[src/rtl/x86sop_pkg.sv]
// ----------------------------------------------------------------------------
// x86sop_pkg
// Shared types, codes and helpers of the x86 string operation step unit.
// ----------------------------------------------------------------------------
package x86sop_pkg;

   // Address space width; pointers wrap at the smaller of this and 32 bits.
   localparam int ADDR_WIDTH = 32;
   localparam int PTR_WIDTH  = (ADDR_WIDTH < 32) ? ADDR_WIDTH : 32;
   localparam int DATA_WIDTH = 32;

   localparam int REQ_TDATA_WIDTH = 208;
   localparam int RSP_TDATA_WIDTH = 208;

   // String operation codes.
   typedef enum logic [2:0] {
      CMD_SCAS = 3'd0,
      CMD_CMPS = 3'd1,
      CMD_MOVS = 3'd2,
      CMD_STOS = 3'd3,
      CMD_LODS = 3'd4
   } cmd_type;

   // Element size codes; the unused code acts as dword.
   localparam logic [1:0] SIZE_BYTE  = 2'd0;
   localparam logic [1:0] SIZE_WORD  = 2'd1;
   localparam logic [1:0] SIZE_DWORD = 2'd2;

   // Repeat prefixes; the unused code acts as a plain repeat.
   localparam logic [1:0] REP_PLAIN = 2'd0;
   localparam logic [1:0] REP_E     = 2'd1;
   localparam logic [1:0] REP_NE    = 2'd2;

   // Bit positions in the flags field.
   localparam int FLAG_CF = 0;
   localparam int FLAG_PF = 1;
   localparam int FLAG_AF = 2;
   localparam int FLAG_ZF = 3;
   localparam int FLAG_SF = 4;
   localparam int FLAG_OF = 5;

   // Request word, last declared field in the lowest bits.
   typedef struct packed {
      logic [6:0]            pad;
      logic [DATA_WIDTH-1:0] src_mem_value;
      logic [DATA_WIDTH-1:0] dst_mem_value;
      logic [DATA_WIDTH-1:0] acc_value;
      logic [31:0]           count_in;
      logic [31:0]           src_ptr_in;
      logic [31:0]           dst_ptr_in;
      logic                  first;
      logic [1:0]            rep_mode;
      logic                  dir_down;
      logic [1:0]            size_code;
      logic [2:0]            cmd;
   } req_word_type;

   // Response word, last declared field in the lowest bits; done travels as tlast.
   typedef struct packed {
      logic [6:0]            pad;
      logic                  flags_valid;
      logic [5:0]            flags;
      logic [DATA_WIDTH-1:0] acc_out;
      logic                  acc_write;
      logic [DATA_WIDTH-1:0] write_data;
      logic [31:0]           write_addr;
      logic                  mem_write;
      logic [31:0]           count_left;
      logic [31:0]           src_ptr;
      logic [31:0]           dst_ptr;
   } rsp_word_type;

   // Mask that keeps one element of the given size.
   function automatic logic [DATA_WIDTH-1:0] elem_mask(input logic [1:0] size_code);
      logic [DATA_WIDTH-1:0] mask;
      case (size_code)
         SIZE_BYTE: mask = 32'h0000_00FF;
         SIZE_WORD: mask = 32'h0000_FFFF;
         default:   mask = 32'hFFFF_FFFF;
      endcase
      return mask;
   endfunction

   // Most significant bit of an element of the given size.
   function automatic logic elem_msb(input logic [1:0] size_code,
                                     input logic [DATA_WIDTH-1:0] value);
      logic msb;
      case (size_code)
         SIZE_BYTE: msb = value[7];
         SIZE_WORD: msb = value[15];
         default:   msb = value[31];
      endcase
      return msb;
   endfunction

endpackage

[src/rtl/x86sop_flags.sv]
// ----------------------------------------------------------------------------
// x86sop_flags
// Subtraction flags (a minus b) at byte, word or dword element size.
// ----------------------------------------------------------------------------
module x86sop_flags (
   input  logic [x86sop_pkg::DATA_WIDTH-1:0] a_val,
   input  logic [x86sop_pkg::DATA_WIDTH-1:0] b_val,
   input  logic [1:0]                        size_code,
   output logic [5:0]                        flags
);

   logic [x86sop_pkg::DATA_WIDTH-1:0] mask;
   logic [x86sop_pkg::DATA_WIDTH-1:0] a_m;
   logic [x86sop_pkg::DATA_WIDTH-1:0] b_m;
   logic [x86sop_pkg::DATA_WIDTH-1:0] diff;
   logic [x86sop_pkg::DATA_WIDTH-1:0] carries;
   logic [x86sop_pkg::DATA_WIDTH-1:0] ovf_bits;

   // Operands and difference are cut to the element size.
   assign mask     = x86sop_pkg::elem_mask(size_code);
   assign a_m      = a_val & mask;
   assign b_m      = b_val & mask;
   assign diff     = (a_m - b_m) & mask;
   assign carries  = a_m ^ b_m ^ diff;
   assign ovf_bits = (a_m ^ b_m) & (a_m ^ diff);

   // Parity covers the low byte only and is set when it is even.
   always_comb begin
      flags                      = '0;
      flags[x86sop_pkg::FLAG_CF] = a_m < b_m;
      flags[x86sop_pkg::FLAG_PF] = ~^diff[7:0];
      flags[x86sop_pkg::FLAG_AF] = carries[4];
      flags[x86sop_pkg::FLAG_ZF] = diff == '0;
      flags[x86sop_pkg::FLAG_SF] = x86sop_pkg::elem_msb(size_code, diff);
      flags[x86sop_pkg::FLAG_OF] = x86sop_pkg::elem_msb(size_code, ovf_bits);
   end

endmodule

[src/rtl/x86_string_op_step_unit.sv]
// ----------------------------------------------------------------------------
// x86_string_op_step_unit
// Steps x86 string instructions (scas, cmps, movs, stos, lods) one element
// per request word, keeping the pointers and the remaining repeat count.
//
// Usage:
//   The req_ channel carries one element step per word. A word with the
//   first bit set loads the destination pointer, source pointer and count
//   and then performs its own element step. Later words bring the memory
//   elements and the accumulator. Each request word gives exactly one
//   rsp_ word: the pointers and count after the step, the memory write, the
//   accumulator load, the compare flags, and rsp_tlast when the instruction
//   is finished (count reached zero, repe/repne test failed, or nothing to do).
//   There is one input register and one result register with the step
//   logic between them; rsp_tvalid rises when a step moves into the
//   result register. Throughput is one word per cycle while rsp_tready
//   stays high; the pointer/count state is written in the same cycle
//   that a step moves into the result register, so the next word sees it.
//   When rsp_tready is low the result register holds, the input register
//   still takes one more word, and req_tready then drops until it moves.
//   Reset clears both registers' valid bits, the pointers and the count,
//   and leaves the unit idle.
// ----------------------------------------------------------------------------
module x86_string_op_step_unit (
   input  logic                                    clock,
   input  logic                                    reset,
   input  logic                                    req_tvalid,
   output logic                                    req_tready,
   // From bit 0: cmd, size_code, dir_down, rep_mode, first, dst_ptr_in,
   // src_ptr_in, count_in, acc_value, dst_mem_value, src_mem_value, zeros.
   input  logic [x86sop_pkg::REQ_TDATA_WIDTH-1:0]  req_tdata,
   output logic                                    rsp_tvalid,
   input  logic                                    rsp_tready,
   // From bit 0: dst_ptr, src_ptr, count_left, mem_write, write_addr,
   // write_data, acc_write, acc_out, flags, flags_valid, zeros.
   output logic [x86sop_pkg::RSP_TDATA_WIDTH-1:0]  rsp_tdata,
   // done_res.
   output logic                                    rsp_tlast
);

   x86sop_pkg::req_word_type req_word_ff;
   logic                     req_valid_ff;
   logic                     req_valid_in;

   x86sop_pkg::rsp_word_type rsp_word_ff;
   x86sop_pkg::rsp_word_type rsp_word_in;
   logic                     rsp_valid_ff;
   logic                     rsp_valid_in;
   logic                     rsp_last_ff;
   logic                     rsp_last_in;

   logic [x86sop_pkg::PTR_WIDTH-1:0] dest_ff;
   logic [x86sop_pkg::PTR_WIDTH-1:0] dest_in;
   logic [x86sop_pkg::PTR_WIDTH-1:0] source_ff;
   logic [x86sop_pkg::PTR_WIDTH-1:0] source_in;
   logic [31:0]                      remain_ff;
   logic [31:0]                      remain_in;
   logic                             running_ff;
   logic                             running_in;

   logic                             advance;
   logic [x86sop_pkg::PTR_WIDTH-1:0] cur_dest;
   logic [x86sop_pkg::PTR_WIDTH-1:0] cur_source;
   logic [31:0]                      cur_remain;
   logic                             cur_run;
   logic [x86sop_pkg::PTR_WIDTH-1:0] step_size;
   logic [x86sop_pkg::PTR_WIDTH-1:0] step_delta;
   logic [x86sop_pkg::DATA_WIDTH-1:0] mask;
   logic [x86sop_pkg::DATA_WIDTH-1:0] cmp_a;
   logic [5:0]                       cmp_flags;
   logic                             stop;

   // Handshake: the input register moves on when the result register is free.
   assign advance    = req_valid_ff && (!rsp_valid_ff || rsp_tready);
   assign req_tready = !req_valid_ff || advance;
   assign rsp_tvalid = rsp_valid_ff;
   assign rsp_tdata  = rsp_word_ff;
   assign rsp_tlast  = rsp_last_ff;

   assign req_valid_in = (req_tvalid && req_tready) ? 1'b1 :
                         (advance ? 1'b0 : req_valid_ff);
   assign rsp_valid_in = advance ? 1'b1 : (rsp_tready ? 1'b0 : rsp_valid_ff);

   // Compare unit: scas uses the accumulator, cmps the source element.
   assign cmp_a = (req_word_ff.cmd == x86sop_pkg::CMD_SCAS) ?
                  req_word_ff.acc_value : req_word_ff.src_mem_value;

   x86sop_flags u_flags (
      .a_val     (cmp_a),
      .b_val     (req_word_ff.dst_mem_value),
      .size_code (req_word_ff.size_code),
      .flags     (cmp_flags)
   );

   assign mask = x86sop_pkg::elem_mask(req_word_ff.size_code);

   // Pointer step by element size, negated when stepping down.
   always_comb begin
      case (req_word_ff.size_code)
         x86sop_pkg::SIZE_BYTE: step_size = x86sop_pkg::PTR_WIDTH'(1);
         x86sop_pkg::SIZE_WORD: step_size = x86sop_pkg::PTR_WIDTH'(2);
         default:               step_size = x86sop_pkg::PTR_WIDTH'(4);
      endcase
      step_delta = req_word_ff.dir_down ? -step_size : step_size;
   end

   // One element step against the held or freshly loaded state.
   always_comb begin
      cur_dest   = req_word_ff.first ?
                   req_word_ff.dst_ptr_in[x86sop_pkg::PTR_WIDTH-1:0] : dest_ff;
      cur_source = req_word_ff.first ?
                   req_word_ff.src_ptr_in[x86sop_pkg::PTR_WIDTH-1:0] : source_ff;
      cur_remain = req_word_ff.first ? req_word_ff.count_in : remain_ff;
      cur_run    = req_word_ff.first || running_ff;

      rsp_word_in = '0;
      rsp_last_in = 1'b1;
      dest_in     = cur_dest;
      source_in   = cur_source;
      remain_in   = cur_remain;
      running_in  = cur_run;
      stop        = 1'b0;

      if (cur_run) begin
         if (cur_remain == '0 || req_word_ff.cmd > x86sop_pkg::CMD_LODS) begin
            running_in = 1'b0;
         end else begin
            case (req_word_ff.cmd)
               x86sop_pkg::CMD_SCAS, x86sop_pkg::CMD_CMPS: begin
                  rsp_word_in.flags       = cmp_flags;
                  rsp_word_in.flags_valid = 1'b1;
                  if (req_word_ff.rep_mode == x86sop_pkg::REP_E) begin
                     stop = !cmp_flags[x86sop_pkg::FLAG_ZF];
                  end else if (req_word_ff.rep_mode == x86sop_pkg::REP_NE) begin
                     stop = cmp_flags[x86sop_pkg::FLAG_ZF];
                  end
               end
               x86sop_pkg::CMD_MOVS: begin
                  rsp_word_in.mem_write  = 1'b1;
                  rsp_word_in.write_addr = 32'(cur_dest);
                  rsp_word_in.write_data = req_word_ff.src_mem_value & mask;
               end
               x86sop_pkg::CMD_STOS: begin
                  rsp_word_in.mem_write  = 1'b1;
                  rsp_word_in.write_addr = 32'(cur_dest);
                  rsp_word_in.write_data = req_word_ff.acc_value & mask;
               end
               x86sop_pkg::CMD_LODS: begin
                  rsp_word_in.acc_write = 1'b1;
                  rsp_word_in.acc_out   = req_word_ff.src_mem_value & mask;
               end
               default: begin
               end
            endcase

            // lods leaves the destination; cmps, movs and lods move the source.
            if (req_word_ff.cmd != x86sop_pkg::CMD_LODS) begin
               dest_in = cur_dest + step_delta;
            end
            if (req_word_ff.cmd == x86sop_pkg::CMD_CMPS ||
                req_word_ff.cmd == x86sop_pkg::CMD_MOVS ||
                req_word_ff.cmd == x86sop_pkg::CMD_LODS) begin
               source_in = cur_source + step_delta;
            end
            remain_in = cur_remain - 32'd1;

            if (remain_in == '0 || stop) begin
               running_in = 1'b0;
            end else begin
               rsp_last_in = 1'b0;
            end
         end
      end

      rsp_word_in.dst_ptr    = 32'(dest_in);
      rsp_word_in.src_ptr    = 32'(source_in);
      rsp_word_in.count_left = remain_in;
   end

   // Control and architectural state.
   always_ff @(posedge clock) begin
      if (reset) begin
         req_valid_ff <= 1'b0;
         rsp_valid_ff <= 1'b0;
         dest_ff      <= '0;
         source_ff    <= '0;
         remain_ff    <= '0;
         running_ff   <= 1'b0;
      end else begin
         req_valid_ff <= req_valid_in;
         rsp_valid_ff <= rsp_valid_in;
         if (advance) begin
            dest_ff    <= dest_in;
            source_ff  <= source_in;
            remain_ff  <= remain_in;
            running_ff <= running_in;
         end
      end
   end

   // Payload registers.
   always_ff @(posedge clock) begin
      if (req_tvalid && req_tready) begin
         req_word_ff <= x86sop_pkg::req_word_type'(req_tdata);
      end
      if (advance) begin
         rsp_word_ff <= rsp_word_in;
         rsp_last_ff <= rsp_last_in;
      end
   end

`ifndef SYNTHESIS
   // An empty input register always takes a word.
   a_ready_when_empty: assert property (@(posedge clock) disable iff (reset)
      !req_valid_ff |-> req_tready)
      else $error("input register empty but not ready");

   // An unfinished instruction always has count left.
   a_count_when_open: assert property (@(posedge clock) disable iff (reset)
      rsp_tvalid && !rsp_tlast |-> rsp_word_ff.count_left != '0)
      else $error("instruction open with zero count");

   // A step writes memory, loads the accumulator or compares, never two.
   a_one_action: assert property (@(posedge clock) disable iff (reset)
      rsp_tvalid |-> $countones({rsp_word_ff.mem_write, rsp_word_ff.acc_write,
                                 rsp_word_ff.flags_valid}) <= 1)
      else $error("more than one action in one step");

   // The run state follows the done indication of each step.
   a_run_after_open: assert property (@(posedge clock) disable iff (reset)
      advance && !rsp_last_in |=> running_ff)
      else $error("unit idle after an unfinished step");

   a_idle_after_done: assert property (@(posedge clock) disable iff (reset)
      advance && rsp_last_in |=> !running_ff)
      else $error("unit running after a finished step");
`endif

endmodule
[config.mk]
export PLATFORM = sky130hd
export DESIGN_NAME = x86_string_op_step_unit
export DESIGN_NICKNAME = d
export VERILOG_FILES = /design/src/rtl/x86sop_pkg.sv /design/src/rtl/x86sop_flags.sv /design/src/rtl/x86_string_op_step_unit.sv
export SDC_FILE = /design/constraint.sdc
export NUM_CORES = 1
export LEC_CHECK = 0
export ABC_AREA = 0
export CORE_ASPECT_RATIO = 0.75
export CORE_UTILIZATION = 40
export CTS_BUF_LIST = sky130_fd_sc_hd__clkbuf_8
export CTS_CLUSTER_SIZE = 25
export DETAILED_ROUTE_END_ITERATION = 7
export DONT_BUFFER_PORTS = 1
export GPL_TIMING_DRIVEN = 0
export SYNTH_ARGS = -nofsm -noshare
export SYNTH_HDL_FRONTEND = slang
export SYNTH_SLANG_ARGS = --single-unit
[constraint.sdc]
create_clock -name clock -period 10.7 [get_ports clock]
set_input_delay 1.07 -clock clock [delete_from_list [all_inputs] [get_ports clock]]
set_output_delay 1.07 -clock clock [all_outputs]
set_load 0.1 [all_outputs]
Word-level counts from Yosys, hierarchy flattened. Index checks and enable logic that the tools add are counted.

Divide/modulo/power cells: 0. Mux-type cells: 33. Add/sub/neg operators: 5. Multipliers: 0. Bitwise operators: 12. Shift-type cells: 0. $lt $le $gt $ge: 2. Equality and inequality tests: 8. Reduce and logical (&&, ||, !) cells: 24.

Operators by type and width (number): 32-bit two-way mux (13); 32-bit AND (6); 65-bit one-hot mux with 2 select lines (1); 32-bit logical NOT (3); 32-bit adder (2); 32-bit one-hot mux with 2 select lines (1); 32-bit bitwise XOR (2); 32-bit less-than comparator (1); 32-bit negator (1); 32-bit by 1-bit subtractor with 32-bit output, second input constant (1); 32-bit subtractor (1); 1-bit two-way mux (14); 8-bit XNOR reduction (1); 1-bit logical OR (7); 7-bit two-way mux (1); 3-bit by 2-bit == test with 1-bit output, second input constant (2); 3-bit one-hot mux with 2 select lines (1); 3-bit OR reduction (2); 5-bit bitwise XOR (1); 2-bit by 1-bit == test with 1-bit output, second input constant (2); 1-bit one-hot mux with 2 select lines (2); 2-bit nonzero test (2); 2-bit OR reduction (2); 3-bit by 1-bit == test with 1-bit output, second input constant (1); 9 further kinds (14).

RAM bits: 0. Register bits after elaboration: 502. Bits in latches: 0. Memories kept: 0. Bits in read-only memories: 0.

Depth between registers and ports, before layout.
Depth after elaboration: 15. Gate-level depth with buffers: 23. Gate-level depth less buffers: 20.

Hierarchy. From an unflattened synthesis, not the netlist that was laid out.

Cells, all modules: 2584. Area, all modules: 27452.6 µm².

Modules (own cells, without submodules): x86_string_op_step_unit (area each 24900.1 µm², cells each 2206, instances 1, sequential area each 14083.5 µm²); x86sop_flags (area each 2552.4 µm², cells each 378, instances 1, sequential area each 0.0 µm²).

Least setup slack after synthesis. Ideal clock, no wire load.

Path kind: input port to flip-flop. Start: input port rsp_tready. End: register rsp_word_ff, in the netlist rsp_tdata[0], enable pin. Stages on the path: 6. Path buffers: 3. Arrival: 7406 ps. Setup time: 645 ps. Slack: 2649 ps. Path through: nor2b_1 > nand2b_1 > buf_2 > inv_1 > clkbuf_1 > clkbuf_1.

Longest elaborated chain between the ends: 2.

Ends and longest elaborated chain: from (decl) (line x86_string_op_step_unit.sv:33) `input logic rsp_tready,`; 1-bit logical OR (line x86_string_op_step_unit.sv:74) `assign advance = req_valid_ff && (!rsp_valid_ff || rsp_tready);`; 1-bit logical AND (line x86_string_op_step_unit.sv:74); net advance (line x86_string_op_step_unit.sv:61) `logic advance;`; to (signal assigned) (line x86_string_op_step_unit.sv:207) `rsp_word_ff <= rsp_word_in;`; to (decl) (line x86_string_op_step_unit.sv:45) `x86sop_pkg::rsp_word_type rsp_word_ff;`.

The timed path passes the listed nets, and every way through them passes these cells. A chain may end at the register's enable or synchronous reset.

Final worst setup path.
Start: register req_word_ff[8] (netlist bit). End: register rsp_word_ff, in the netlist rsp_tdata[31] (data pin).

Longest elaborated chain between the ends: 5. Elaborated cells between the ends (all ways): 9. Those cells by class: add/sub: 1; mux: 5; reduce/logical: 3.

Ends and longest elaborated chain: from (decl) (line x86_string_op_step_unit.sv:41) `x86sop_pkg::req_word_type req_word_ff;`; from (signal assigned) (line x86_string_op_step_unit.sv:204) `req_word_ff <= x86sop_pkg::req_word_type'(req_tdata);`; 32-bit two-way mux (on tied branches) (line x86_string_op_step_unit.sv:109, x86_string_op_step_unit.sv:113); 32-bit adder or 32-bit logical NOT (tied branches) (line x86_string_op_step_unit.sv:158, x86_string_op_step_unit.sv:125); 32-bit two-way mux or 1-bit logical OR (tied branches) (line x86_string_op_step_unit.sv:157, x86_string_op_step_unit.sv:125); 32-bit two-way mux (line x86_string_op_step_unit.sv:125) `if (cur_remain == '0 || req_word_ff.cmd > x86sop_pkg::CMD_LODS) begin`; 32-bit two-way mux * (line x86_string_op_step_unit.sv:124) `if (cur_run) begin`; net dest_in (one bit) (line x86_string_op_step_unit.sv:53) `logic [x86sop_pkg::PTR_WIDTH-1:0] dest_in;`.

Mark *: on every way through the listed nets, which the timed path passes. The rest lies on a longest branch.

==> metrics <==
run status completed; first-pass GRT wire length around 120000 microns; Mean Syn Cell Area 10.71 sq um; endpoints failing setup 0; startpoint type of the worst setup path flop; Max Slew Vio Count 0; FF/Latch Area around 14000 sq um; DR vias approximately 20000; dpl hpwl between 60000 and 70000 microns; Synth top area share a little under half; Max Cap Viol 0; Pleak around 11 nW; Die H about 220 microns; top cell type by total area after synthesis edfxtp_1; Worst Path Class, Setup reg -> reg; ys flop type edfxtp_1; post-route cell area ~29000 sq um; DR vias/cell around 5.7; Synth Register Bits about 500; total power about 5.2 mW; commonest non-fill, non-tap cells in the layout edfxtp_1, nor2_1, nand2_1, a21oi_1; layout cells sized above 1 9.592%; number of global-route vias before repair 18695; Iter 0 DRT Violations 2049; capturing element type of the critical path flop; Post-DRT Antenna Nets 0; Post-CTS Resized 0; clock root buffer clkbuf_8; hold crit path type in -> reg; initial antenna violation count 14; CTS tree yes; CTS H-tree depth 3; Post-Syn Area approximately 26000 sq um; crit-path max FO 10; clock sinks around 500; synth warn 0; Crit Reg-Reg Startpoint req_word_ff[8]; fill cell count 6021; CP startpoint req_word_ff[8]; port bufs 0; number of I/O pins between 400 and 500; ys async rst share 0%; Slew @ Worst Pin about 1.3 ns; Rel. slew slack 15.24%; Post-synth EDFFs about 400; CTS Buffer Depth 3; peak supply drop a little over 100 uV; Setup Fix Bufs, Post-CTS 0; synth top area cells edfxtp_1, dfxtp_1, ha_1; register area share after synthesis between 50% and 60%; Critical Path RT between 10 and 15 ns; CTS buffer count 82; area of the multi-input gates roughly 11000 sq um; PD cells ~180 nW/um^2; routed length per instance 24.94 microns; Worst Skew 0.04622 ns; Final Critical Period ~8.4 ns; post-synth cell types 90; die width just under 300 microns; gpl congestion between 0.9 and 1; total iterations of the first detailed-routing run 6; hold_buf cts 0; largest net degree at the start of global routing 68; commonest non-fill, non-tap cell in the layout edfxtp_1; Area Growth Syn to Fin 11.46%; Syn Inst Count ~2400; DRC 0; GRT Total Usage approximately 26%; clock-pin slew on the worst setup and hold paths around 0.06 ns; Die ar. about 66000 sq um; Rows 80; # nets final roughly 2800; final critical-path share of the clock period about four fifths; Worst EP arrival ~8.8 ns; Initial Utilization about two fifths; Core ar. 63660 sq um; total gr overflow 0; later-pin clock latency in the skew report roughly 0.71 ns; Hold Slack between 0.4 and 0.5 ns; final wirelength around 86000 microns; endpoints failing hold 0; RSZ-0062 raised after global routing false; fmax about 120 MHz; min-delay src req_tdata[19]; placed cell areas ~27000 sq um
## final timing paths
check | slack [ns] | to | depth (start not counted)
worst min register to register | 0.45 | source_ff[29] | 2
worst min-delay path | 0.45 | req_word_ff[19] | 0
worst max-delay path | 2.34 | rsp_tdata[31] | 21
worst max register to register | 2.34 | rsp_tdata[31] | 21
## per-layer routing
layer	vias to the layer above	wire, microns	track usage, %
met1	9659	39870	37.55
met5	-	36	0
met3	130	7314	6.887
li1	8968	-	-
met4	6	1694	5.850
met2	838	36940	37.82
## synthesized netlist by cell type (14+ instances only)
master / count
nor2b_1: 18
a22oi_1: 32
nand2_1: 271
xor2_1: 48
a31oi_1: 20
o21ai_0: 78
mux2i_1: 61
a211oi_1: 26
nand3_1: 33
nor3b_1: 16
xnor2_1: 74
buf_2: 20
a21o_1: 25
nand4_1: 14
edfxtp_1: 403
buf_1: 15
nor3_1: 66
and3_1: 38
clkbuf_1: 67
a21oi_1: 212
ha_1: 104
and2_1: 32
dfxtp_1: 99
inv_1: 67
mux2_2: 48
nor2_1: 282
o21a_1: 23
## where the power goes
| part | total, mW | internal, mW | switching [mW] |
|---|---|---|---|
| logic | 0.936 | 0.326 | 0.610 |
| clock network | 1.65 | 0.851 | 0.802 |
| registers | 2.62 | 2.25 | 0.378 |
## registers in the layout (all words and copies together), names as in the netlist
signal and flops:
dest_ff 32, remain_ff 32, req_valid_ff 1, req_word_ff 201
rsp_tdata 201, rsp_tlast 1, rsp_tvalid 1, running_ff 1
source_ff 32
## worst max-delay path, stage by stage, from the launching register on
cell       delay (ns)
edfxtp_1         0.34
buf_6            0.13
buf_6            0.17
buf_6            0.17
buf_2            0.32
buf_2            0.42
clkbuf_1         0.69
buf_1            0.95
buf_2            0.51
mux2i_1          0.33
inv_1            0.13
ha_1             0.32
a211oi_1         0.27
o21bai_1         0.23
a2111oi_0        0.62
o221ai_1         0.45
a211oi_1         0.71
o211ai_1         0.30
a311oi_1         0.38
xor2_1           0.13
or2_2            0.33
xor2_1           0.18
## logic make-up after synthesis
| family | after synthesis | share of synthesized area (%) |
|---|---|---|
| AOI/OAI and AO/OA | 522 | 12.58 |
| xor gates and xnor gates | 122 | 4.143 |
| adders and majority gates | 107 | 5.278 |
| buffers and inverters | 186 | 3.139 |
| DFF | 502 | 54.61 |
| muxes | 115 | 4.851 |
| other | 1 | 0.01454 |
| and+or+nand+nor | 854 | 15.38 |
## per-stage QoR
| stage | util [%] | cells | setup slack (ns) | setup TNS [ns] |
|---|---|---|---|---|
| 2_1_floorplan | - | 2415 | 2.649 | 0 |
| 3_3_place_gp | 42.24 | 3276 | -1.006 | -205.93 |
| 3_5_place_dp | 42.65 | 3287 | 2.490 | 0 |
| 4_1_cts | 45.13 | 3436 | 2.431 | 0 |
| 5_1_grt | 45.14 | 3439 | 1.926 | 0 |
| 6_report | 45.16 | 3443 | 2.341 | 0 |
## area by class of cell
cell class	instances	area share (%)
Clock buffer	87	4.165
Inverter	68	0.8879
Clock inverter	62	1.319
Tap cell	861	3.748
Sequential cell	502	48.99
Buffer	118	1.946
Multi-Input combinational cell	1727	38.05
Antenna cell	7	0.06094
Timing Repair Buffer	11	0.8357
No activity file was read; power rests on OpenSTA's default activity.
